**src/rtl/mbba_pkg.sv**
```systemverilog
// shared types, widths and codes of the multi-block bump allocator
package mbba_pkg;

  // defaults of the top-level parameters
  localparam int MAX_BLOCKS_DEF = 16;
  localparam int ADDR_BITS_DEF  = 40;

  // field widths of the word formats
  localparam int TYPE_W     = 5;
  localparam int SIZE_W     = 40;
  localparam int ALIGN_W    = 31;
  localparam int IDX_OUT_W  = 4;
  localparam int CFG_IDX_W  = 1;
  localparam int CFG_DATA_W = 40;

  // register reset values
  localparam logic [SIZE_W-1:0]  PREF_RESET = 40'd67108864;
  localparam logic [ALIGN_W-1:0] GRAN_RESET = 31'd1;

  // register indexes
  localparam logic [CFG_IDX_W-1:0] CFG_PREF = 1'b0;
  localparam logic [CFG_IDX_W-1:0] CFG_GRAN = 1'b1;

  // operation codes
  localparam logic OP_PLACE = 1'b0;
  localparam logic OP_CLEAR = 1'b1;

  // result status codes
  typedef enum logic [1:0] {
    ST_PLACED  = 2'd0,
    ST_OPENED  = 2'd1,
    ST_FULL    = 2'd2,
    ST_CLEARED = 2'd3
  } status_t;

  // controller states
  typedef enum logic [2:0] {
    S_IDLE,
    S_SCAN,
    S_PLACE,
    S_OPEN,
    S_FULL,
    S_CLEAR
  } state_t;

  // input word
  typedef struct packed {
    logic               operation;
    logic [TYPE_W-1:0]  heap_type;
    logic [SIZE_W-1:0]  request_size;
    logic [ALIGN_W-1:0] request_alignment;
    logic               is_linear;
  } in_word_t;

  // result word
  typedef struct packed {
    status_t              status;
    logic [IDX_OUT_W-1:0] block_index;
    logic [SIZE_W-1:0]    placed_offset;
    logic [SIZE_W-1:0]    new_capacity;
  } out_word_t;

  // controller to datapath
  typedef struct packed {
    logic load;
    logic scan;
    logic place;
    logic open;
    logic full;
    logic clear;
  } ctl_cmd_t;

  // datapath to controller
  typedef struct packed {
    logic hit;
    logic busy;
    logic scan_done;
    logic table_full;
    logic out_stall;
  } ctl_stat_t;

endpackage

```
**src/rtl/mbba_ctrl.sv**
```systemverilog
// controller state machine of the multi-block bump allocator
module mbba_ctrl (
  input  logic                clk,
  input  logic                rst_n,
  input  logic                in_valid,
  input  logic                in_op,
  input  mbba_pkg::ctl_stat_t stat,
  output logic                in_ready,
  output mbba_pkg::ctl_cmd_t  cmd
);
  import mbba_pkg::*;

  state_t state_r, state_nxt;

  // state register
  always_ff @(posedge clk) begin
    if (!rst_n) begin
      state_r <= S_IDLE;
    end else begin
      state_r <= state_nxt;
    end
  end

  // next state
  always_comb begin
    state_nxt = state_r;
    unique case (state_r)
      S_IDLE: begin
        if (in_valid) begin
          state_nxt = (in_op == OP_CLEAR) ? S_CLEAR : S_SCAN;
        end
      end
      S_SCAN: begin
        priority if (stat.hit) begin
          state_nxt = S_PLACE;
        end else if (stat.scan_done && !stat.busy) begin
          state_nxt = stat.table_full ? S_FULL : S_OPEN;
        end
      end
      S_PLACE, S_OPEN, S_FULL, S_CLEAR: begin
        if (!stat.out_stall) begin
          state_nxt = S_IDLE;
        end
      end
      default: state_nxt = S_IDLE;
    endcase
  end

  // command outputs
  always_comb begin
    in_ready  = 1'b0;
    cmd       = '0;
    unique case (state_r)
      S_IDLE: begin
        in_ready = 1'b1;
        cmd.load = in_valid;
      end
      S_SCAN:  cmd.scan  = 1'b1;
      S_PLACE: cmd.place = !stat.out_stall;
      S_OPEN:  cmd.open  = !stat.out_stall;
      S_FULL:  cmd.full  = !stat.out_stall;
      S_CLEAR: cmd.clear = !stat.out_stall;
      default: cmd = '0;
    endcase
  end

endmodule

```
**src/rtl/mbba_datapath.sv**
```systemverilog
// block table, scan pipeline, config registers and result register
module mbba_datapath #(
  parameter int MAX_BLOCKS = mbba_pkg::MAX_BLOCKS_DEF,
  parameter int ADDR_BITS  = mbba_pkg::ADDR_BITS_DEF
) (
  input  logic                                clk,
  input  logic                                rst_n,
  input  mbba_pkg::in_word_t                  in_word,
  input  mbba_pkg::ctl_cmd_t                  cmd,
  output mbba_pkg::ctl_stat_t                 stat,
  input  logic                                cfg_valid,
  input  logic [mbba_pkg::CFG_IDX_W-1:0]      cfg_index,
  input  logic [mbba_pkg::CFG_DATA_W-1:0]     cfg_data,
  output logic                                out_valid,
  input  logic                                out_ready,
  output mbba_pkg::out_word_t                 out_word
);
  import mbba_pkg::*;

  localparam int STORE_W = (ADDR_BITS < SIZE_W) ? ADDR_BITS : SIZE_W;
  localparam int BASE_W  = (STORE_W > ALIGN_W) ? STORE_W : ALIGN_W;
  localparam int CW      = BASE_W + 3;
  localparam int IDX_W   = (MAX_BLOCKS > 1) ? $clog2(MAX_BLOCKS) : 1;
  localparam int OPEN_W  = $clog2(MAX_BLOCKS + 1);

  // round v up with mask a-1, no rounding for a of zero or one
  function automatic logic [CW-1:0] round_up(input logic [CW-1:0] v,
                                             input logic [CW-1:0] a);
    logic [CW-1:0] am1;
    am1 = a - CW'(1);
    if (a <= CW'(1)) begin
      round_up = v;
    end else begin
      round_up = (v + am1) & ~am1;
    end
  endfunction

  // block table memory
  logic [TYPE_W-1:0]  mem_type [MAX_BLOCKS];
  logic [STORE_W-1:0] mem_cap  [MAX_BLOCKS];
  logic [STORE_W-1:0] mem_used [MAX_BLOCKS];
  logic               mem_lin  [MAX_BLOCKS];

  // config and control registers
  logic [STORE_W-1:0] pref_r;
  logic [ALIGN_W-1:0] gran_r;
  logic [OPEN_W-1:0]  open_r;
  logic [OPEN_W-1:0]  rd_cnt_r;
  logic               s1_v_r, s2_v_r, s3_v_r;
  logic               out_valid_r;

  // request registers
  logic [TYPE_W-1:0]  req_type_r;
  logic [STORE_W-1:0] req_size_r;
  logic [ALIGN_W-1:0] req_align_r;
  logic               req_lin_r;

  // scan pipeline payload
  logic [IDX_W-1:0]   s1_idx_r, s2_idx_r, s3_idx_r;
  logic [TYPE_W-1:0]  s1_type_r;
  logic [STORE_W-1:0] s1_cap_r, s2_cap_r, s3_cap_r;
  logic [STORE_W-1:0] s1_used_r;
  logic               s1_lin_r;
  logic               s2_match_r, s3_match_r;
  logic               s2_mis_r;
  logic [CW-1:0]      s2_off_r, s3_off_r;

  // captured hit
  logic [IDX_W-1:0]   hit_idx_r;
  logic [STORE_W-1:0] hit_off_r, hit_end_r, hit_cap_r;

  out_word_t          out_word_r;
  out_word_t          res;

  logic [IDX_W-1:0]   rd_addr;
  logic               issue, hit, flush, commit, wr_en;
  logic [CW:0]        fit_sum, cap_ext;
  logic [IDX_W-1:0]   wr_addr;
  logic [STORE_W-1:0] wr_cap, wr_used, new_cap;
  logic [IDX_W-1:0]   res_idx;
  logic [IDX_W+IDX_OUT_W-1:0]  idx_wide;
  logic [STORE_W+SIZE_W-1:0]   off_wide, cap_wide;
  logic [STORE_W-1:0] res_off, res_cap;

  // fit check on the last pipeline stage
  always_comb begin
    fit_sum = {1'b0, s3_off_r} + {{(CW + 1 - STORE_W){1'b0}}, req_size_r};
    cap_ext = {{(CW + 1 - STORE_W){1'b0}}, s3_cap_r};
    hit     = s3_v_r && s3_match_r && (fit_sum <= cap_ext);
  end

  assign rd_addr = rd_cnt_r[IDX_W-1:0];
  assign flush   = cmd.scan && hit;
  assign issue   = cmd.scan && !hit && (rd_cnt_r < open_r);
  assign commit  = cmd.place || cmd.open || cmd.full || cmd.clear;
  assign new_cap = (pref_r > req_size_r) ? pref_r : req_size_r;

  // status to the controller
  always_comb begin
    stat.hit        = hit;
    stat.busy       = s1_v_r || s2_v_r || s3_v_r;
    stat.scan_done  = (rd_cnt_r >= open_r);
    stat.table_full = (open_r == OPEN_W'(MAX_BLOCKS));
    stat.out_stall  = out_valid_r && !out_ready;
  end

  // control state: config, counters, pipeline valids, output valid
  always_ff @(posedge clk) begin
    if (!rst_n) begin
      pref_r      <= PREF_RESET[STORE_W-1:0];
      gran_r      <= GRAN_RESET;
      open_r      <= '0;
      rd_cnt_r    <= '0;
      s1_v_r      <= 1'b0;
      s2_v_r      <= 1'b0;
      s3_v_r      <= 1'b0;
      out_valid_r <= 1'b0;
    end else begin
      if (cfg_valid) begin
        unique case (cfg_index)
          CFG_PREF: pref_r <= cfg_data[STORE_W-1:0];
          CFG_GRAN: gran_r <= cfg_data[ALIGN_W-1:0];
          default:  gran_r <= gran_r;
        endcase
      end
      priority if (cmd.load) begin
        rd_cnt_r <= '0;
      end else if (issue) begin
        rd_cnt_r <= rd_cnt_r + OPEN_W'(1);
      end
      priority if (cmd.clear) begin
        open_r <= '0;
      end else if (cmd.open) begin
        open_r <= open_r + OPEN_W'(1);
      end
      if (flush) begin
        s1_v_r <= 1'b0;
        s2_v_r <= 1'b0;
        s3_v_r <= 1'b0;
      end else begin
        s1_v_r <= issue;
        s2_v_r <= s1_v_r;
        s3_v_r <= s2_v_r;
      end
      priority if (commit) begin
        out_valid_r <= 1'b1;
      end else if (out_ready) begin
        out_valid_r <= 1'b0;
      end
    end
  end

  // request capture
  always_ff @(posedge clk) begin
    if (cmd.load) begin
      req_type_r  <= in_word.heap_type;
      req_size_r  <= in_word.request_size[STORE_W-1:0];
      req_align_r <= in_word.request_alignment;
      req_lin_r   <= in_word.is_linear;
    end
  end

  // table read, registered data
  always_ff @(posedge clk) begin
    if (issue) begin
      s1_idx_r  <= rd_addr;
      s1_type_r <= mem_type[rd_addr];
      s1_cap_r  <= mem_cap[rd_addr];
      s1_used_r <= mem_used[rd_addr];
      s1_lin_r  <= mem_lin[rd_addr];
    end
  end

  // alignment and kind padding stages
  always_ff @(posedge clk) begin
    s2_idx_r   <= s1_idx_r;
    s2_cap_r   <= s1_cap_r;
    s2_match_r <= (s1_type_r == req_type_r);
    s2_mis_r   <= (s1_lin_r != req_lin_r);
    s2_off_r   <= round_up({{(CW - STORE_W){1'b0}}, s1_used_r},
                           {{(CW - ALIGN_W){1'b0}}, req_align_r});
    s3_idx_r   <= s2_idx_r;
    s3_cap_r   <= s2_cap_r;
    s3_match_r <= s2_match_r;
    s3_off_r   <= s2_mis_r ? round_up(s2_off_r, {{(CW - ALIGN_W){1'b0}}, gran_r})
                           : s2_off_r;
  end

  // first fit capture
  always_ff @(posedge clk) begin
    if (flush) begin
      hit_idx_r <= s3_idx_r;
      hit_off_r <= s3_off_r[STORE_W-1:0];
      hit_end_r <= fit_sum[STORE_W-1:0];
      hit_cap_r <= s3_cap_r;
    end
  end

  // table write on place or open
  assign wr_en   = cmd.place || cmd.open;
  assign wr_addr = cmd.place ? hit_idx_r : open_r[IDX_W-1:0];
  assign wr_cap  = cmd.place ? hit_cap_r : new_cap;
  assign wr_used = cmd.place ? hit_end_r : req_size_r;

  always_ff @(posedge clk) begin
    if (wr_en) begin
      mem_type[wr_addr] <= req_type_r;
      mem_cap[wr_addr]  <= wr_cap;
      mem_used[wr_addr] <= wr_used;
      mem_lin[wr_addr]  <= req_lin_r;
    end
  end

  // result word
  always_comb begin
    res_idx = '0;
    res_off = '0;
    res_cap = '0;
    res.status = ST_CLEARED;
    priority if (cmd.place) begin
      res.status = ST_PLACED;
      res_idx    = hit_idx_r;
      res_off    = hit_off_r;
    end else if (cmd.open) begin
      res.status = ST_OPENED;
      res_idx    = open_r[IDX_W-1:0];
      res_cap    = new_cap;
    end else if (cmd.full) begin
      res.status = ST_FULL;
    end else begin
      res.status = ST_CLEARED;
    end
    idx_wide          = {{IDX_OUT_W{1'b0}}, res_idx};
    off_wide          = {{SIZE_W{1'b0}}, res_off};
    cap_wide          = {{SIZE_W{1'b0}}, res_cap};
    res.block_index   = idx_wide[IDX_OUT_W-1:0];
    res.placed_offset = off_wide[SIZE_W-1:0];
    res.new_capacity  = cap_wide[SIZE_W-1:0];
  end

  always_ff @(posedge clk) begin
    if (commit) begin
      out_word_r <= res;
    end
  end

  assign out_valid = out_valid_r;
  assign out_word  = out_word_r;

endmodule

```
**src/rtl/multi_block_bump_allocator_top.sv**
```systemverilog
// top level of the multi-block first-fit bump allocator
//
// Input channel in_valid/in_ready/in_word takes one word: a place request
// (memory type, size, alignment, linear flag) or a clear of the block table.
// Result channel out_valid/out_ready/out_word returns one word per input:
// placed, new block opened, table full, or cleared.
// Config channel cfg_valid/cfg_ready/cfg_index/cfg_data writes the preferred
// block size (index 0) or the kind granularity (index 1); always ready.
// A clear is committed from the clear state to the output register. A place
// request reads one block entry per cycle from the table memory through a
// 3-stage read/align/pad pipeline with the fit check on its last stage and
// scans at most MAX_BLOCKS open blocks in index order up to the first fit.
// One word is in flight at a time; the controller returns to idle, ready for
// the next, as the current result is loaded into the output register.
// Reset (rst_n, synchronous) empties the table and restores the config
// defaults; no clearing pass is needed. When the receiver stalls, the result
// holds in the output register and the block waits before its next commit.
module multi_block_bump_allocator_top #(
  parameter int MAX_BLOCKS = mbba_pkg::MAX_BLOCKS_DEF,
  parameter int ADDR_BITS  = mbba_pkg::ADDR_BITS_DEF
) (
  input  logic                            clk,
  input  logic                            rst_n,
  input  logic                            in_valid,
  output logic                            in_ready,
  input  mbba_pkg::in_word_t              in_word,
  output logic                            out_valid,
  input  logic                            out_ready,
  output mbba_pkg::out_word_t             out_word,
  input  logic                            cfg_valid,
  output logic                            cfg_ready,
  input  logic [mbba_pkg::CFG_IDX_W-1:0]  cfg_index,
  input  logic [mbba_pkg::CFG_DATA_W-1:0] cfg_data
);
  import mbba_pkg::*;

  ctl_cmd_t  cmd;
  ctl_stat_t stat;

  // config writes never stall
  assign cfg_ready = 1'b1;

  // controller
  mbba_ctrl u_ctrl (
    .clk      (clk),
    .rst_n    (rst_n),
    .in_valid (in_valid),
    .in_op    (in_word.operation),
    .stat     (stat),
    .in_ready (in_ready),
    .cmd      (cmd)
  );

  // datapath
  mbba_datapath #(
    .MAX_BLOCKS (MAX_BLOCKS),
    .ADDR_BITS  (ADDR_BITS)
  ) u_datapath (
    .clk       (clk),
    .rst_n     (rst_n),
    .in_word   (in_word),
    .cmd       (cmd),
    .stat      (stat),
    .cfg_valid (cfg_valid),
    .cfg_index (cfg_index),
    .cfg_data  (cfg_data),
    .out_valid (out_valid),
    .out_ready (out_ready),
    .out_word  (out_word)
  );

endmodule

```
**config.mk**
```make
export PLATFORM = sky130hd
export DESIGN_NAME = multi_block_bump_allocator_top
export DESIGN_NICKNAME = d
export VERILOG_FILES = /design/src/rtl/mbba_pkg.sv /design/src/rtl/mbba_ctrl.sv /design/src/rtl/mbba_datapath.sv /design/src/rtl/multi_block_bump_allocator_top.sv
export SDC_FILE = /design/constraint.sdc
export NUM_CORES = 2
export LEC_CHECK = 0
export ABC_AREA = 1
export BUFFER_PORTS_ARGS = -buffer_cell sky130_fd_sc_hd__buf_2
export CORE_MARGIN = 2
export CORE_UTILIZATION = 55
export DETAILED_ROUTE_END_ITERATION = 6
export GPL_ROUTABILITY_DRIVEN = 0
export PLACE_DENSITY = 0.8
export REMOVE_ABC_BUFFERS = 1
export SKIP_LAST_GASP = 1
export SYNTH_ARGS = -nofsm -noshare
export SYNTH_HDL_FRONTEND = slang
export SYNTH_SLANG_ARGS = --single-unit
```
**constraint.sdc**
```tcl
create_clock -name clk -period 17.7 [get_ports clk]
set_clock_uncertainty 0.2 [all_clocks]
set_input_delay 0 -clock clk [delete_from_list [all_inputs] [get_ports clk]]
set_output_delay 0 -clock clk [all_outputs]
set_load 0.03 [all_outputs]
```
==> metrics.txt <==
# TYPE chip_impl_metric gauge
chip_impl_info{name="worstSetupPathType",value="flop to flop"} 1
chip_impl_metric{name="first_global_vias",unit=""} 61030
chip_impl_metric{name="via_count",unit=""} 63330
chip_impl_metric{name="initial_utilization",unit=""} 0.5520
chip_impl_metric{name="residual_drc",unit=""} 2
chip_impl_metric{name="timing.max_cap.violations",unit=""} 2
chip_impl_metric{name="synthesis.instances",unit=""} 7412
chip_impl_metric{name="design.portCount",unit=""} 213
chip_impl_metric{name="drt_pre_antenna_iters",unit=""} 7
chip_impl_metric{name="synthToLayoutAreaGrowth",unit="%"} 15.05
chip_impl_metric{name="worst_pin_slew",unit="ps"} 1495
chip_impl_metric{name="sequential_cell_area",unit="um^2"} 57960
chip_impl_info{name="ys_dominant_reg_cell",value="edfxtp_1"} 1
chip_impl_metric{name="power-per-cell-area",unit="nW/um^2"} 142.0
chip_impl_metric{name="placedCellCount",unit=""} 9444
chip_impl_metric{name="cts_repair_resize_count",unit=""} 0
chip_impl_metric{name="initialDrtViolationCount",unit=""} 10120
chip_impl_metric{name="yosys_warnings",unit=""} 0
chip_impl_metric{name="finalHoldViolations",unit=""} 0
chip_impl_metric{name="detailed_place_hpwl",unit="um"} 153600
chip_impl_metric{name="report.final.setup_viol",unit=""} 0
chip_impl_metric{name="post_route_cells_drive_above_1_share",unit=""} 0.08553
chip_impl_metric{name="detail_route.wl_per_cell",unit="um"} 25.34
chip_impl_metric{name="max_stage_delay",unit="ps"} 800
chip_impl_metric{name="multi_input_area",unit="um^2"} 25140
chip_impl_info{name="cpMaxStageDelayCell",value="buf_4"} 1
chip_impl_metric{name="antenna_violations_before_repair",unit=""} 32
chip_impl_metric{name="timing.final.crit_share",unit=""} 0.3771
chip_impl_metric{name="synth.avg_cell_area",unit="um^2"} 11.61
chip_impl_metric{name="dieHeight",unit="um"} 399.5
chip_impl_metric{name="post_cts_setup_driven_buffer_insertion_count",unit=""} 0
chip_impl_metric{name="die-width",unit="um"} 399.5
chip_impl_metric{name="worst_ep_arrival_time",unit="ps"} 6920
chip_impl_metric{name="route.final.wire_length",unit="um"} 256200
chip_impl_info{name="ys_top_cells_by_area",value="edfxtp_1 61%, dfxtp_1 6.2%, nor2_1 5.5%"} 1
chip_impl_metric{name="worst-endpoint-required",unit="ps"} 17940
chip_impl_metric{name="p_leak",unit="uW"} 0.03596
chip_impl_metric{name="detail_route.vias_per_cell",unit=""} 6.266
chip_impl_info{name="tritoncts",value="built"} 1
chip_impl_metric{name="min_period",unit="ps"} 6674
chip_impl_metric{name="cts_buffer_depth",unit=""} 3
chip_impl_metric{name="max_slew_margin",unit=""} -0.003058
chip_impl_metric{name="grt_overflow_total",unit=""} 0
chip_impl_info{name="timing.critical_path.to_type",value="flop"} 1
chip_impl_metric{name="clk_transition_reported_paths",unit="ps"} 60
chip_impl_info{name="yosys.area.top_type",value="edfxtp_1"} 1
chip_impl_metric{name="final_antenna_net_count",unit=""} 0
chip_impl_metric{name="fin_worst_hold_slack",unit="ps"} 107.8
chip_impl_metric{name="crit_path_max_fanout",unit=""} 54
chip_impl_metric{name="fillerInstances",unit=""} 10920
chip_impl_metric{name="yosysUniqueCellTypes",unit=""} 58
chip_impl_info{name="crit_path_frequent_cell",value="nand2_1"} 1
chip_impl_info{name="start_kind",value="flop"} 1
chip_impl_metric{name="dieArea",unit="um^2"} 159600
chip_impl_metric{name="port_buffers",unit=""} 211
chip_impl_metric{name="post-synth-top-area-fraction",unit=""} 0.6119
chip_impl_metric{name="clk_latency",unit="ps"} 890
chip_impl_info{name="status",value="complete, but fails checks"} 1
chip_impl_metric{name="post_layout_nonfiller_instances",unit=""} 10110
chip_impl_metric{name="ctsHtreeMaxLevel",unit=""} 4
chip_impl_info{name="mostFrequentLayoutCell",value="edfxtp_1"} 1
chip_impl_metric{name="placeableCoreArea",unit="um^2"} 155800
chip_impl_metric{name="cts.sink_count",unit=""} 2018
chip_impl_metric{name="synth_async_reset_ratio",unit=""} 0
chip_impl_info{name="rsz0062_at_grt",value="no"} 1
chip_impl_metric{name="register_area_share_after_synthesis",unit=""} 0.6736
chip_impl_metric{name="synth_enable_flop_cells",unit=""} 1753
chip_impl_metric{name="slew_viol_final",unit=""} 1
chip_impl_metric{name="core.rowCount",unit=""} 145
chip_impl_metric{name="cts_inserted_buffers",unit=""} 196
chip_impl_info{name="hold_path.class",value="flop to flop"} 1
chip_impl_metric{name="track_usage",unit=""} 0.3155
chip_impl_info{name="commonest_non_fill_non_tap_cells_in_the_layout",value="1753 x edfxtp_1, 1255 x nor2_1, 1016 x nand2_1"} 1
chip_impl_info{name="cts.root.buffer_cell",value="clkbuf_16"} 1
chip_impl_metric{name="grt_max_degree",unit=""} 202
chip_impl_metric{name="fmax",unit="MHz"} 149.8
chip_impl_metric{name="first_pass_grt_wire_length",unit="um"} 374000
chip_impl_info{name="critical_path.cell_chain",value="ha_1 -> nand2_1 -> nor2_1 -> nand3_1 -> nand3_1 -> a21oi_1 -> o21ai_0 -> a21oi_1 -> nor3_1 -> nand2_1 -> nand2_1 -> xor2_1 -> ha_1 -> nand2_1 -> inv_1 -> nand3_1 -> nor4_1 -> nand2_1 -> a21oi_1 -> nor2_1 -> nand2_2 -> nand3_2 -> inv_4 -> buf_4"} 1
chip_impl_metric{name="cell_area_synth",unit="um^2"} 86020
chip_impl_metric{name="peak_supply_drop",unit="mV"} 0.1205
chip_impl_metric{name="finish.net_count",unit=""} 8213
chip_impl_info{name="violations",value="design-rule violations, max-capacitance violations, max-slew violations"} 1
chip_impl_metric{name="synth_seq_cells",unit=""} 2018
==> final timing paths <==
| path | depth (start not counted) | from | endpoint | slack [ps] |
|---|---|---|---|---|
| worst max register to register | 24 | u_datapath.req_size_r[9] | u_datapath.s1_used_r[39] | 11030 |
| worst min register to register | 0 | u_datapath.s2_cap_r[15] | u_datapath.s3_cap_r[15] | 110 |
| worst max-delay path | 24 | u_datapath.req_size_r[9] | u_datapath.s1_used_r[39] | 11030 |
| worst min-delay path | 0 | u_datapath.s2_cap_r[15] | u_datapath.s3_cap_r[15] | 110 |
==> registers in the layout, summed over array words and instances, names as in the netlist, 43 cells and up <==
signal and cells:
u_datapath.out_word 86, u_datapath.mem_cap 640, u_datapath.mem_used 640, u_datapath.s3_off_r 43, u_datapath.mem_type 80, u_datapath.s2_off_r 43
==> worst max-delay path, delay by kind of cell (launching register included) <==
| family | cells | cell delay (ps) |
|---|---|---|
| adders and majority gates | 2 | 670 |
| xor gates and xnor gates | 1 | 100 |
| buffers and inverters | 3 | 1530 |
| AOI/OAI and AO/OA | 4 | 1060 |
| DFF | 1 | 410 |
| and+or+nand+nor | 14 | 2210 |
==> synthesized netlist by cell type (all sizes together), types with 25 or more instances <==
library cell,instances
a21oi,206
dfxtp,265
nor2,1278
xnor2,51
xor2,82
o32ai,203
a31oi,28
nand3,293
nand3b,43
nand2,1025
buf,47
nor4,26
inv,479
clkbuf,289
o21bai,25
nand4,33
ha,213
o221ai,144
edfxtp,1753
o31ai,27
nor3,42
mux2i,141
o21ai,590
o211ai,40
==> cells by family after synthesis <==
family / count (synthesis) / synth area share
AND/OR/NAND/NOR: 2759 / 0.1307
XOR/XNOR: 133 / 0.01354
flip-flops: 2018 / 0.6736
other: 2 / 0.00008730
AO/OA/AOI/OAI: 1324 / 0.09760
multiplexers: 141 / 0.01641
buffers and inverters: 819 / 0.03639
adder cells (fa/ha/maj): 216 / 0.03168
==> layer usage <==
metal  vias to the layer above  share of wire  global-route usage
li1                      27450              -                   -
met1                     30210           0.36              0.4202
met2                      4722           0.44              0.4767
met3                       922           0.14             0.08104
met4                        30          0.059              0.1704
met5                         -        0.00082                   0
==> area by class of cell <==
| type | instances | share of cell area |
|---|---|---|
| Clock buffer | 280 | 0.05733 |
| Inverter | 483 | 0.01850 |
| Timing Repair Buffer | 599 | 0.04805 |
| Clock inverter | 89 | 0.01029 |
| Sequential cell | 2018 | 0.5856 |
| Antenna cell | 6 | 0.0001517 |
| Multi-Input combinational cell | 4575 | 0.2540 |
| Tap cell | 2058 | 0.02602 |
==> metrics by stage <==
| step | setup slack, ps | util | TNS, ps | area [um^2] | total power (uW) |
|---|---|---|---|---|---|
| 2_1_floorplan | -16020 | - | -2828510 | 84700 | 8526 |
| 3_3_place_gp | 11470 | 0.5734 | 0 | 89360 | 9542 |
| 3_5_place_dp | 11320 | 0.5734 | 0 | 89360 | 9661 |
| 4_1_cts | 11220 | 0.6348 | 0 | 98930 | 13920 |
| 5_1_grt | 10640 | 0.6350 | 0 | 98960 | 14510 |
| 6_report | 11030 | 0.6350 | 0 | 98970 | 14050 |
==> timing repair <==
action                                  in CTS  in global routing
hold buffers                               288                  0
hold endpoints to repair                   234                  0
endpoints found under the setup margin       0                  0
==> power by group <==
group / leakage, uW / internal [uW] / total (uW) / switching, uW
clock network: 0.00324 / 2370 / 4240 / 1870
logic: 0.0146 / 901 / 3400 / 2500
registers: 0.0181 / 6180 / 6410 / 232
Note: power is estimated with default switching activity, not from simulation.
